**config.mk**
```make
export PLATFORM = sky130hd
export DESIGN_NAME = gda_alu
export DESIGN_NICKNAME = d
export VERILOG_FILES = /design/src/rtl/core/gda_pkg.sv /design/src/rtl/core/gda_alu.sv
export SDC_FILE = /design/constraint.sdc
export NUM_CORES = 1
export LEC_CHECK = 0
export ABC_AREA = 1
export BUFFER_PORTS_ARGS = -buffer_cell sky130_fd_sc_hd__buf_2
export CAP_MARGIN = 20
export CORE_ASPECT_RATIO = 0.75
export CORE_MARGIN = 1
export CORE_UTILIZATION = 45
export DETAILED_ROUTE_END_ITERATION = 8
export PLACE_DENSITY = 0.78
export SLEW_MARGIN = 20
export SYNTH_ARGS = -nofsm -noshare
export SYNTH_HDL_FRONTEND = slang
export SYNTH_SLANG_ARGS = --single-unit
```
**constraint.sdc**
```tcl
create_clock -name vclk -period 1.85
set_input_delay 0.0925 -clock vclk [all_inputs]
set_output_delay 0.0925 -clock vclk [all_outputs]
set_load 0.05 [all_outputs]
```
**src/rtl/core/gda_pkg.sv**
```systemverilog
// ----------------------------------------------------------------------------
// gda_pkg
// Shared widths, calendar constants, month-length table and the structs
// passed between the date-add sequencer, its adder and its calendar unit.
// ----------------------------------------------------------------------------
package gda_pkg;

    // field and datapath widths
    localparam int YEAR_W   = 14;
    localparam int MONTH_W  = 4;
    localparam int DAY_W    = 5;
    localparam int ADD_W    = 15;
    localparam int REM_W    = 16;   // day count: 365 + 31 + 32767 fits
    localparam int MOD100_W = 7;
    localparam int CENT_W   = 2;    // centuries, kept modulo four

    // calendar constants
    localparam logic [MONTH_W-1:0]  MONTH_JAN   = MONTH_W'(1);
    localparam logic [MONTH_W-1:0]  MONTH_FEB   = MONTH_W'(2);
    localparam logic [MONTH_W-1:0]  MONTH_DEC   = MONTH_W'(12);
    localparam logic [REM_W-1:0]    CENTURY     = REM_W'(100);
    localparam logic [MOD100_W-1:0] MOD100_LAST = MOD100_W'(99);

    typedef logic [DAY_W-1:0] t_len;

    // length of a month; codes outside January to December have no days
    function automatic t_len f_month_len(input logic [MONTH_W-1:0] month,
                                         input logic               leap);
        t_len len;
        case (month)
            4'd1:    len = t_len'(31);
            4'd2:    len = leap ? t_len'(29) : t_len'(28);
            4'd3:    len = t_len'(31);
            4'd4:    len = t_len'(30);
            4'd5:    len = t_len'(31);
            4'd6:    len = t_len'(30);
            4'd7:    len = t_len'(31);
            4'd8:    len = t_len'(31);
            4'd9:    len = t_len'(30);
            4'd10:   len = t_len'(31);
            4'd11:   len = t_len'(30);
            4'd12:   len = t_len'(31);
            default: len = '0;
        endcase
        return len;
    endfunction

    // commands from the sequencer to the calendar unit
    typedef struct packed {
        logic load;      // take a new start year, clear the century split
        logic div_step;  // one step of the divide-by-100 split
        logic year_inc;  // advance to the next year
    } t_cal_ctrl;

    // shared adder result
    typedef struct packed {
        logic [REM_W-1:0] res;
        logic             borrow;  // valid for subtraction: a < b
    } t_alu_res;

endpackage

```
**src/rtl/core/gda_alu.sv**
```systemverilog
// ----------------------------------------------------------------------------
// gda_alu
// Shared add/subtract unit used by every phase of the sequencer: the
// century split, the day-of-year sum, the start-day add and the month walk.
// ----------------------------------------------------------------------------
module gda_alu import gda_pkg::*; (
    input  logic [REM_W-1:0] i_a,
    input  logic [REM_W-1:0] i_b,
    input  logic             i_sub,
    output t_alu_res         o_res
);

    logic [REM_W:0]   sum;
    logic [REM_W-1:0] b_eff;

    // two's complement subtract through the same carry chain
    assign b_eff = i_sub ? ~i_b : i_b;
    assign sum   = {1'b0, i_a} + {1'b0, b_eff} + {{REM_W{1'b0}}, i_sub};

    assign o_res.res    = sum[REM_W-1:0];
    assign o_res.borrow = ~sum[REM_W];

endmodule

```
==> metrics.md <==
| Metric | Value |
|---|---|
| Outcome | `finished, violations left` |
| Violated checks | `DRC, setup timing` |
| PortBufs | `50` |
| Routed WL | `5865 um` |
| Cells after synthesis | `170` |
| Vias in the first global route | `1,418` |
| Sw Ratio | `63.53%` |
| Worst path slowest cell | `ha_2` |
| Area contributors post-synth | `ha_1 (20%), xor2_1 (19%), nand2_1 (17%)` |
| Fillcell total | `56` |
| Diode count | `0` |
| Vias per cell | `6.493` |
| PnR worst setup slack | `-0.1556 ns` |
| Die area | `0.002509 mm^2` |
| Gr usage total | `29.50%` |
| Max-cap viol count | `0` |
| CLK BUF | `0` |
| CP arrival | `1.91 ns` |
| Largest net degree at the start of global routing | `11` |
| Avg Cell Area, Syn | `6.116 um^2` |
| Adder-cell area share of the yosys netlist | `22.38%` |
| Storage cell area | `0 um^2` |
| Hold Crit Class | `primary input to primary output` |
| Cell chain of the critical path | `buf_12 > buf_6 > xor2_1 > ha_2 > a21oi_2 > nand2_1 > a21oi_2 > nand2_1 > nand2_1 > nand2_1 > buf_6` |
| CP required | `1.76 ns` |
| Global-route wire length before repair | `5906 um` |
| Final hold vios | `0` |
| Combinational family with the most area after synthesis | `simple AND/OR/NAND/NOR gates` |
| Leakage | `1.007 nW` |
| Setup Viol. Count Final | `9` |
| Final nets | `299` |
| Cell mode on critical path | `nand2_1` |
| Initial core utilization | `49.88%` |
| Share of layout cells above drive strength 1 | `60.16%` |
| RSZ-0062 raised after global routing | `true` |
| Post-synthesis compound-gate area fraction | `13.48%` |
| Synth top area share | `20.46%` |
| Cell with the most instances after synthesis | `nand2_1` |
| Sequential share of power | `0%` |
| Core region area | `0.002085 mm^2` |
| Final period util | `108.4%` |
| Drt initial violations | `181` |
| Placer congestion estimate | `0.9171` |
| Syn Nets | `221` |
| Slew at the pin closest to its max-slew limit | `0.3009 ns` |
| Clk network pwr share | `0%` |
| Post-synthesis sequential area ratio | `0%` |
| I/O pin count | `50` |
| Detail Route Antenna Nets | `0` |
| Logic pwr share | `100.0%` |
| Area delta synth->final | `90.61%` |
| Critical Path Fanout Max | `10` |
| CP startpoint kind | `primary input` |
| Final Max Slew Viols | `0` |
| Initial antenna violation count | `0` |
| Die H | `43.63 um` |
| CP endpoint kind | `primary output` |
| Grt ovf | `0` |
| Net Sw Power | `0.9919 mW` |
| Via count | `1,753` |
| Final core occ | `95.08%` |
| Synth cell types | `23` |
| Maximum VDD drop | `0.0006965 V` |
| Mux contribution to synthesized area | `0%` |
| Post-Synth XOR/XNOR Area | `19.37%` |
| Rows | `14` |
| Num sequential | `0` |
| Remaining DRCs | `3` |
| Hold-fix buffers, CTS | `0` |
| Worst setup path class | `primary input to primary output` |
| Hold Slack | `0.5600 ns` |
| Tmin final | `2.006 ns` |
| Pwr dens | `787.7 mW/mm^2` |
| Per-cell routed wire length | `21.72 um` |
| DP HPWL | `2937 um` |
| Synth Warn # | `0` |
| DR pass1 iterations | `7` |
| Power, Total | `1.561 mW` |
| Pint | `0.5693 mW` |
| Synth Area in Simple Gates | `36.82%` |
| Critical Path Max Stage Delay | `0.36 ns` |
| Slew HR | `79.77%` |
| Fmax | `0.4986 GHz` |
| Area leader, netlist | `ha_1` |
| Top post-synthesis cells by count | `nand2_1 (46), xor2_1 (22), a21oi_1 (17), ha_1 (17), inv_1 (17)` |
| Synthesized cell area | `0.001040 mm^2` |
| Die Span X | `57.51 um` |
layout by cell type (no fill, tap or decap), types with 2 or more instances in the layout:
cell      n
ha_1      8
buf_6     9
xor2_4    3
a21oi_1   4
nor2_2    4
nand2_4   9
xor2_2    3
and2_4    2
nand3_2   3
nand3_1   9
inv_1    16
a21oi_2  12
nor2_4    4
buf_4    27
xor2_1   16
nor2_1    4
buf_2    39
buf_12    2
ha_4      5
o21ai_1   3
nand2_1  32
ha_2      4
nand2_2  14
layout make-up:
class / count / area [um^2] / area share [%]
inverters: 17 / 63.81 / 3.220
multi-input cells: 151 / 1334 / 67.30
well taps: 24 / 30.03 / 1.515
repair buffers: 78 / 554.3 / 27.97
power groups by stage:
stage	logic [mW]	clock network (mW)	registers (mW)
global placement	1.15	0	0
finish	1.56	0	0
detailed placement	1.18	0	0
floorplan	0.844	0	0
CTS	1.26	0	0
global route	1.60	0	0
critical path, delay by kind of cell:
family	cells	cell delay, ns
xor+xnor	1	0.18
buf+inv	3	0.42
simple gates	4	0.41
fa+ha+maj	1	0.36
compound gates	2	0.45
per-layer routing:
layer,track usage (%),part of all wire (%),vias to the layer above
met5,0,0,-
met1,37.55,34,777
li1,-,-,701
met4,13.17,8.8,0
met2,51.40,44,197
met3,2.388,13,78
repair_timing:
action | 4_1_cts | 5_1_grt
resized for setup | 23 | 70
setup buffers | 2 | 0
pin swaps | 6 | 20
hold endpoints to repair | 0 | 0
endpoints found under the setup margin | 12 | 10
final timing paths:
check / startpoint / endpoint / slack (ns) / cells past startpoint
setup / recovery: i_sub / o_res[16] / -0.16 / 11
hold / removal: i_a[0] / o_res[1] / 0.56 / 3
stage by stage:
stage	setup TNS (ns)	setup slack [ns]	cell area [um^2]	cells
global placement	-1.129	-0.1775	1607	268
CTS	0	0.01747	1690	270
global route	-1.314	-0.2037	1982	270
detailed placement	-1.839	-0.3258	1607	268
finish	-0.7080	-0.1556	1982	270
floorplan	-0.5616	-0.1364	1137	170
kinds of logic (layout without fill, tap and decap cells):
group	Yosys count	count (layout)
buf+inv	19	95
compound gates	26	26
simple gates	84	84
xor+xnor	23	23
fa+ha+maj	18	18
Note: power is estimated with default switching activity, not from simulation.
