[src/rtl/core/gda_pkg.sv]
// ----------------------------------------------------------------------------
// gda_pkg
// Shared widths, calendar constants, month-length table and the structs
// passed between the date-add sequencer, its adder and its calendar unit.
// ----------------------------------------------------------------------------
package gda_pkg;

    // field and datapath widths
    localparam int YEAR_W   = 14;
    localparam int MONTH_W  = 4;
    localparam int DAY_W    = 5;
    localparam int ADD_W    = 15;
    localparam int REM_W    = 16;   // day count: 365 + 31 + 32767 fits
    localparam int MOD100_W = 7;
    localparam int CENT_W   = 2;    // centuries, kept modulo four

    // calendar constants
    localparam logic [MONTH_W-1:0]  MONTH_JAN   = MONTH_W'(1);
    localparam logic [MONTH_W-1:0]  MONTH_FEB   = MONTH_W'(2);
    localparam logic [MONTH_W-1:0]  MONTH_DEC   = MONTH_W'(12);
    localparam logic [REM_W-1:0]    CENTURY     = REM_W'(100);
    localparam logic [MOD100_W-1:0] MOD100_LAST = MOD100_W'(99);

    typedef logic [DAY_W-1:0] t_len;

    // length of a month; codes outside January to December have no days
    function automatic t_len f_month_len(input logic [MONTH_W-1:0] month,
                                         input logic               leap);
        t_len len;
        case (month)
            4'd1:    len = t_len'(31);
            4'd2:    len = leap ? t_len'(29) : t_len'(28);
            4'd3:    len = t_len'(31);
            4'd4:    len = t_len'(30);
            4'd5:    len = t_len'(31);
            4'd6:    len = t_len'(30);
            4'd7:    len = t_len'(31);
            4'd8:    len = t_len'(31);
            4'd9:    len = t_len'(30);
            4'd10:   len = t_len'(31);
            4'd11:   len = t_len'(30);
            4'd12:   len = t_len'(31);
            default: len = '0;
        endcase
        return len;
    endfunction

    // commands from the sequencer to the calendar unit
    typedef struct packed {
        logic load;      // take a new start year, clear the century split
        logic div_step;  // one step of the divide-by-100 split
        logic year_inc;  // advance to the next year
    } t_cal_ctrl;

    // shared adder result
    typedef struct packed {
        logic [REM_W-1:0] res;
        logic             borrow;  // valid for subtraction: a < b
    } t_alu_res;

endpackage

[src/rtl/core/gda_cal.sv]
// ----------------------------------------------------------------------------
// gda_cal
// Calendar state: current year, its split into centuries and remainder
// (for the 100/400 leap rule) and the length of the month being visited.
// ----------------------------------------------------------------------------
module gda_cal import gda_pkg::*; (
    input  logic               i_clk,
    input  t_cal_ctrl          i_ctrl,
    input  logic [YEAR_W-1:0]  i_year,
    input  logic [MONTH_W-1:0] i_month,
    input  t_alu_res           i_alu,
    output logic [YEAR_W-1:0]  o_acc,
    output logic [YEAR_W-1:0]  o_year,
    output t_len               o_len
);

    logic [YEAR_W-1:0]   r_year;
    logic [YEAR_W-1:0]   r_acc;
    logic [MOD100_W-1:0] r_mod100;
    logic [CENT_W-1:0]   r_cent;
    logic                leap;

    // divisible by 4, and not by 100 unless by 400
    assign leap = (r_year[1:0] == 2'b00) &&
                  ((r_mod100 != '0) || (r_cent == '0));

    // year register, century split and year stepping
    always_ff @(posedge i_clk) begin
        if (i_ctrl.load) begin
            r_year <= i_year;
            r_acc  <= i_year;
            r_cent <= '0;
        end else if (i_ctrl.div_step) begin
            if (i_alu.borrow) begin
                r_mod100 <= r_acc[MOD100_W-1:0];
            end else begin
                r_acc  <= i_alu.res[YEAR_W-1:0];
                r_cent <= r_cent + 1'b1;
            end
        end else if (i_ctrl.year_inc) begin
            if (r_year == {YEAR_W{1'b1}}) begin
                // year counter wraps to zero: restart the split
                r_year   <= '0;
                r_mod100 <= '0;
                r_cent   <= '0;
            end else begin
                r_year <= r_year + 1'b1;
                if (r_mod100 == MOD100_LAST) begin
                    r_mod100 <= '0;
                    r_cent   <= r_cent + 1'b1;
                end else begin
                    r_mod100 <= r_mod100 + 1'b1;
                end
            end
        end
    end

    assign o_acc  = r_acc;
    assign o_year = r_year;
    assign o_len  = f_month_len(i_month, leap);

endmodule

[config.mk]
export PLATFORM = sky130hd
export DESIGN_NAME = gda_cal
export DESIGN_NICKNAME = d
export VERILOG_FILES = /design/src/rtl/core/gda_pkg.sv /design/src/rtl/core/gda_cal.sv
export SDC_FILE = /design/constraint.sdc
export NUM_CORES = 1
export LEC_CHECK = 0
export BUFFER_PORTS_ARGS = -buffer_cell sky130_fd_sc_hd__buf_2
export CELL_PAD_IN_SITES_DETAIL_PLACEMENT = 0
export CELL_PAD_IN_SITES_GLOBAL_PLACEMENT = 1
export CORE_UTILIZATION = 37
export CTS_CLUSTER_DIAMETER = 120
export CTS_CLUSTER_SIZE = 12
export DETAILED_ROUTE_END_ITERATION = 7
export PLACE_DENSITY = 0.78
export SETUP_SLACK_MARGIN = 0.3
export SLEW_MARGIN = 20
export SYNTH_ARGS = -nofsm -noshare
export SYNTH_HDL_FRONTEND = slang
export SYNTH_SLANG_ARGS = --single-unit
[constraint.sdc]
create_clock -name i_clk -period 2 [get_ports i_clk]
set_clock_uncertainty 0.15 [all_clocks]
set_input_delay 0.2 -clock i_clk [delete_from_list [all_inputs] [get_ports i_clk]]
set_output_delay 0.2 -clock i_clk [all_outputs]
set_load 0.02 [all_outputs]
==> results.tsv <==
stage	metric	value	unit
run_status	status	complete, no violations	
placement	hpwl	3561	um
global_routing	grt_pass1_vias	1769	
finish	fin_util	54.78	%
yosys	syn_area_per_cell	10.05	um2
worst_hold_path	hold_path_depth	3	
worst_hold_path	hp-class	in -> reg	
floorplan	num_rows	27	
routing	dr.pass1.iters	6	
clocking	clock_latency	0.29	ns
sta	relSlewSlack	60.10	%
routing	wl	5187	um
floorplan	die_h	77.35	um
yosys	synth_cell_type_count	40	
global_routing	met1_usage	22.92	%
sta	fin_crit_sh	97.10	%
sta	worst_slew_pin_slew	0.5984	ns
yosys	postSynthCellCount	209	
floorplan	dieArea	5983	um2
yosys	synth-seq-cells	37	
power_and_ir_drop	p_leak	1.291	nW
setup_path	worstSetupEndpointType	output port	
placement	dp_slack	0.1443	ns
power_and_ir_drop	ir_drop	378.4	uV
floorplan	die_x	77.35	um
sta	timing.fmax	514.9	MHz
global_routing	use_met2	29.65	%
clocking	cts_tree	yes	
setup_path	r2r_slack	0.10	ns
global_routing	grt_pass1_wl	8335	um
yosys	synth_nets	253	
clocking	clockBufferDepth	2	
sta	fin_crit	1.942	ns
floorplan	core	5473	um2
sta	rsz0062_at_grt	true	
routing	post_drt_wl_per_cell	13.72	um
routing	post-route-drc-count	0	
global_routing	use_met3	4.471	%
yosys	postSynth.asyncResetShare	0	%
flow_run	drv_cap	0	
yosys	ys.flop_type	edfxtp_1	
setup_path	path_common_cell	o21ai_1	
clocking	cts.clk_slew.worst_paths	0.08	ns
yosys	synth-edff-count	35	
finish	fill_cells	520	
finish	syn2layout_area_growth	42.70	%
setup_path	crit_chain	inv_1 -> ha_1 -> nor4b_4 -> a21oi_2 -> o21ai_1 -> o21ai_1 -> buf_2	
placement	port_buffers	69	
setup_path	cp.required	1.65	ns
setup_path	worstSetupPathType	reg -> out	
finish	nets	349	
yosys	ys_warn_count	0	
sta	setup_tns	0	ns
global_routing	antenna_found_initial	0	
setup_path	r2r_cells	8	
clocking	cts.sinks	37	
yosys	ys_seq_area_share	51.94	%
setup_path	setup.worst_path.start_class	flip-flop	
setup_path	cp.buffers_inverters	2	
clocking	cts_buffers	5	
yosys	netlist_area	2101	um2
routing	via_per_inst	4.899	
clocking	root_buffer	clkbuf_8	
global_routing	grt_max_degree	37	
floorplan	ioPinCount	72	
setup_path	critical-path-max-stage-delay	0.43	ns
routing	detail-route-antenna-nets	0	
routing	vias	1852	
finish	n_antenna_cell	0	
sta	setup_viol	0	
placement	routabilityCongestion	0.8420	
global_routing	overflow	0	
setup_path	crit_family	flip-flops	
sta	finalHoldViolations	0	
routing	drt_first_iter_violations	68	
setup_path	cp.arrival	1.59	ns
setup_path	crit_fanout	2	
finish	drive_above_1_share	46.41	%
sta	drv_slew	0	
power_and_ir_drop	p_per_area	692.2	nW/um2
setup_path	crit_slowest_cell	edfxtp_1	
floorplan	start_util	38.39	%
sta	layout_setup_ws	0.05795	ns
clocking	htreeDepth	2	
global_routing	busiest_layer	met2	
global_routing	grtUsageTotal	17.62	%
setup_path	cp_num_cells	7	
-- synth_stat cells (4+ instances only) --
cell / number / area share, %
ha_1: 5 / 3.0
xor2_1: 8 / 3.3
o21ai_0: 33 / 7.9
edfxtp_1: 35 / 50
nand2_1: 28 / 5.0
nor2_1: 7 / 1.3
nor3_1: 4 / 0.95
inv_1: 25 / 4.5
a21oi_1: 4 / 0.95
nand3_1: 7 / 1.7
xnor2_1: 8 / 3.3
mux2_2: 4 / 2.1
-- final cells by class --
cell class | instances | area (um2) | share of cell area [%]
flip-flops and latches | 37 | 1092 | 36.44
clock inverters | 3 | 17.52 | 0.5843
inverters | 25 | 93.84 | 3.130
multi-input cells | 139 | 1047 | 34.93
repair buffers | 97 | 588.1 | 19.62
clock buffers | 5 | 68.82 | 2.295
well taps | 72 | 90.09 | 3.005
-- what timing repair did --
item,CTS,global route
buffers inserted,13,5
setup endpoints to repair,15,23
gates resized for setup,23,37
pin swaps,14,6
hold endpoints to repair,1,0
hold buffers,1,0
cloned,0,0
-- registers in the layout, summed over array words and instances (netlist names) --
signal and count:
o_acc 14, o_year 14, r_cent 2, r_mod100 7
-- power breakdown --
part	switching [mW]	internal, mW	total [mW]
Clock	0.283	0.241	0.524
Combinational	0.315	0.230	0.545
Sequential	0.0599	0.947	1.01
Total	0.658	1.42	2.08
-- layer usage --
metal  part of all wire, %  vias to the layer above
met5                     0                        -
met1                    43                      859
met4                   1.1                        0
met3                   5.7                       10
met2                    50                       50
li1                      -                      933
-- worst paths after layout --
path                              start                    end
hold reg to reg      o_acc[5]$_DFFE_PP_  r_mod100[5]$_DFFE_PP_
hold / removal                i_year[4]    o_year[4]$_DFFE_PP_
setup reg to reg    o_year[0]$_DFFE_PP_  r_mod100[2]$_DFFE_PP_
setup / recovery  r_mod100[0]$_DFFE_PP_               o_len[0]
-- placed cells by master, fill, tap and decap left out, types with 5 or more instances in the layout --
| cell type | count |
|---|---|
| inv_1 | 25 |
| nor2_1 | 5 |
| nand2_1 | 26 |
| o21ai_0 | 15 |
| xnor2_1 | 8 |
| buf_2 | 69 |
| nand3_1 | 5 |
| edfxtp_1 | 35 |
| buf_6 | 8 |
| clkbuf_8 | 5 |
| o21ai_1 | 6 |
| o21ai_2 | 12 |
| xor2_1 | 8 |
| buf_4 | 19 |
-- tightest hold or removal path, stage by stage --
cell,delay [ns]
buf_2,0.07
nand2_1,0.05
o21ai_1,0.06
-- kinds of logic after synthesis --
family | Yosys count | share of synthesized area, %
xor gates and xnor gates | 16 | 6.671
AOI/OAI and AO/OA | 46 | 12.21
adders and majority gates | 5 | 2.978
and+or+nand+nor | 68 | 17.75
buffers and inverters | 33 | 6.313
muxes | 4 | 2.144
DFF | 37 | 51.94
-- metrics by stage --
stage	cells	hold slack (ns)	total power, mW	instance area (um2)
after floorplan	209	0.2502	1.285	2127
final	378	0.05377	2.075	2998
after global placement	351	0.2923	1.458	2585
after detailed placement	351	0.2976	1.465	2585
after global routing	378	0.05765	2.172	2998
after CTS	373	0.04403	2.028	2813
Note: power is estimated with default switching activity, not from simulation.
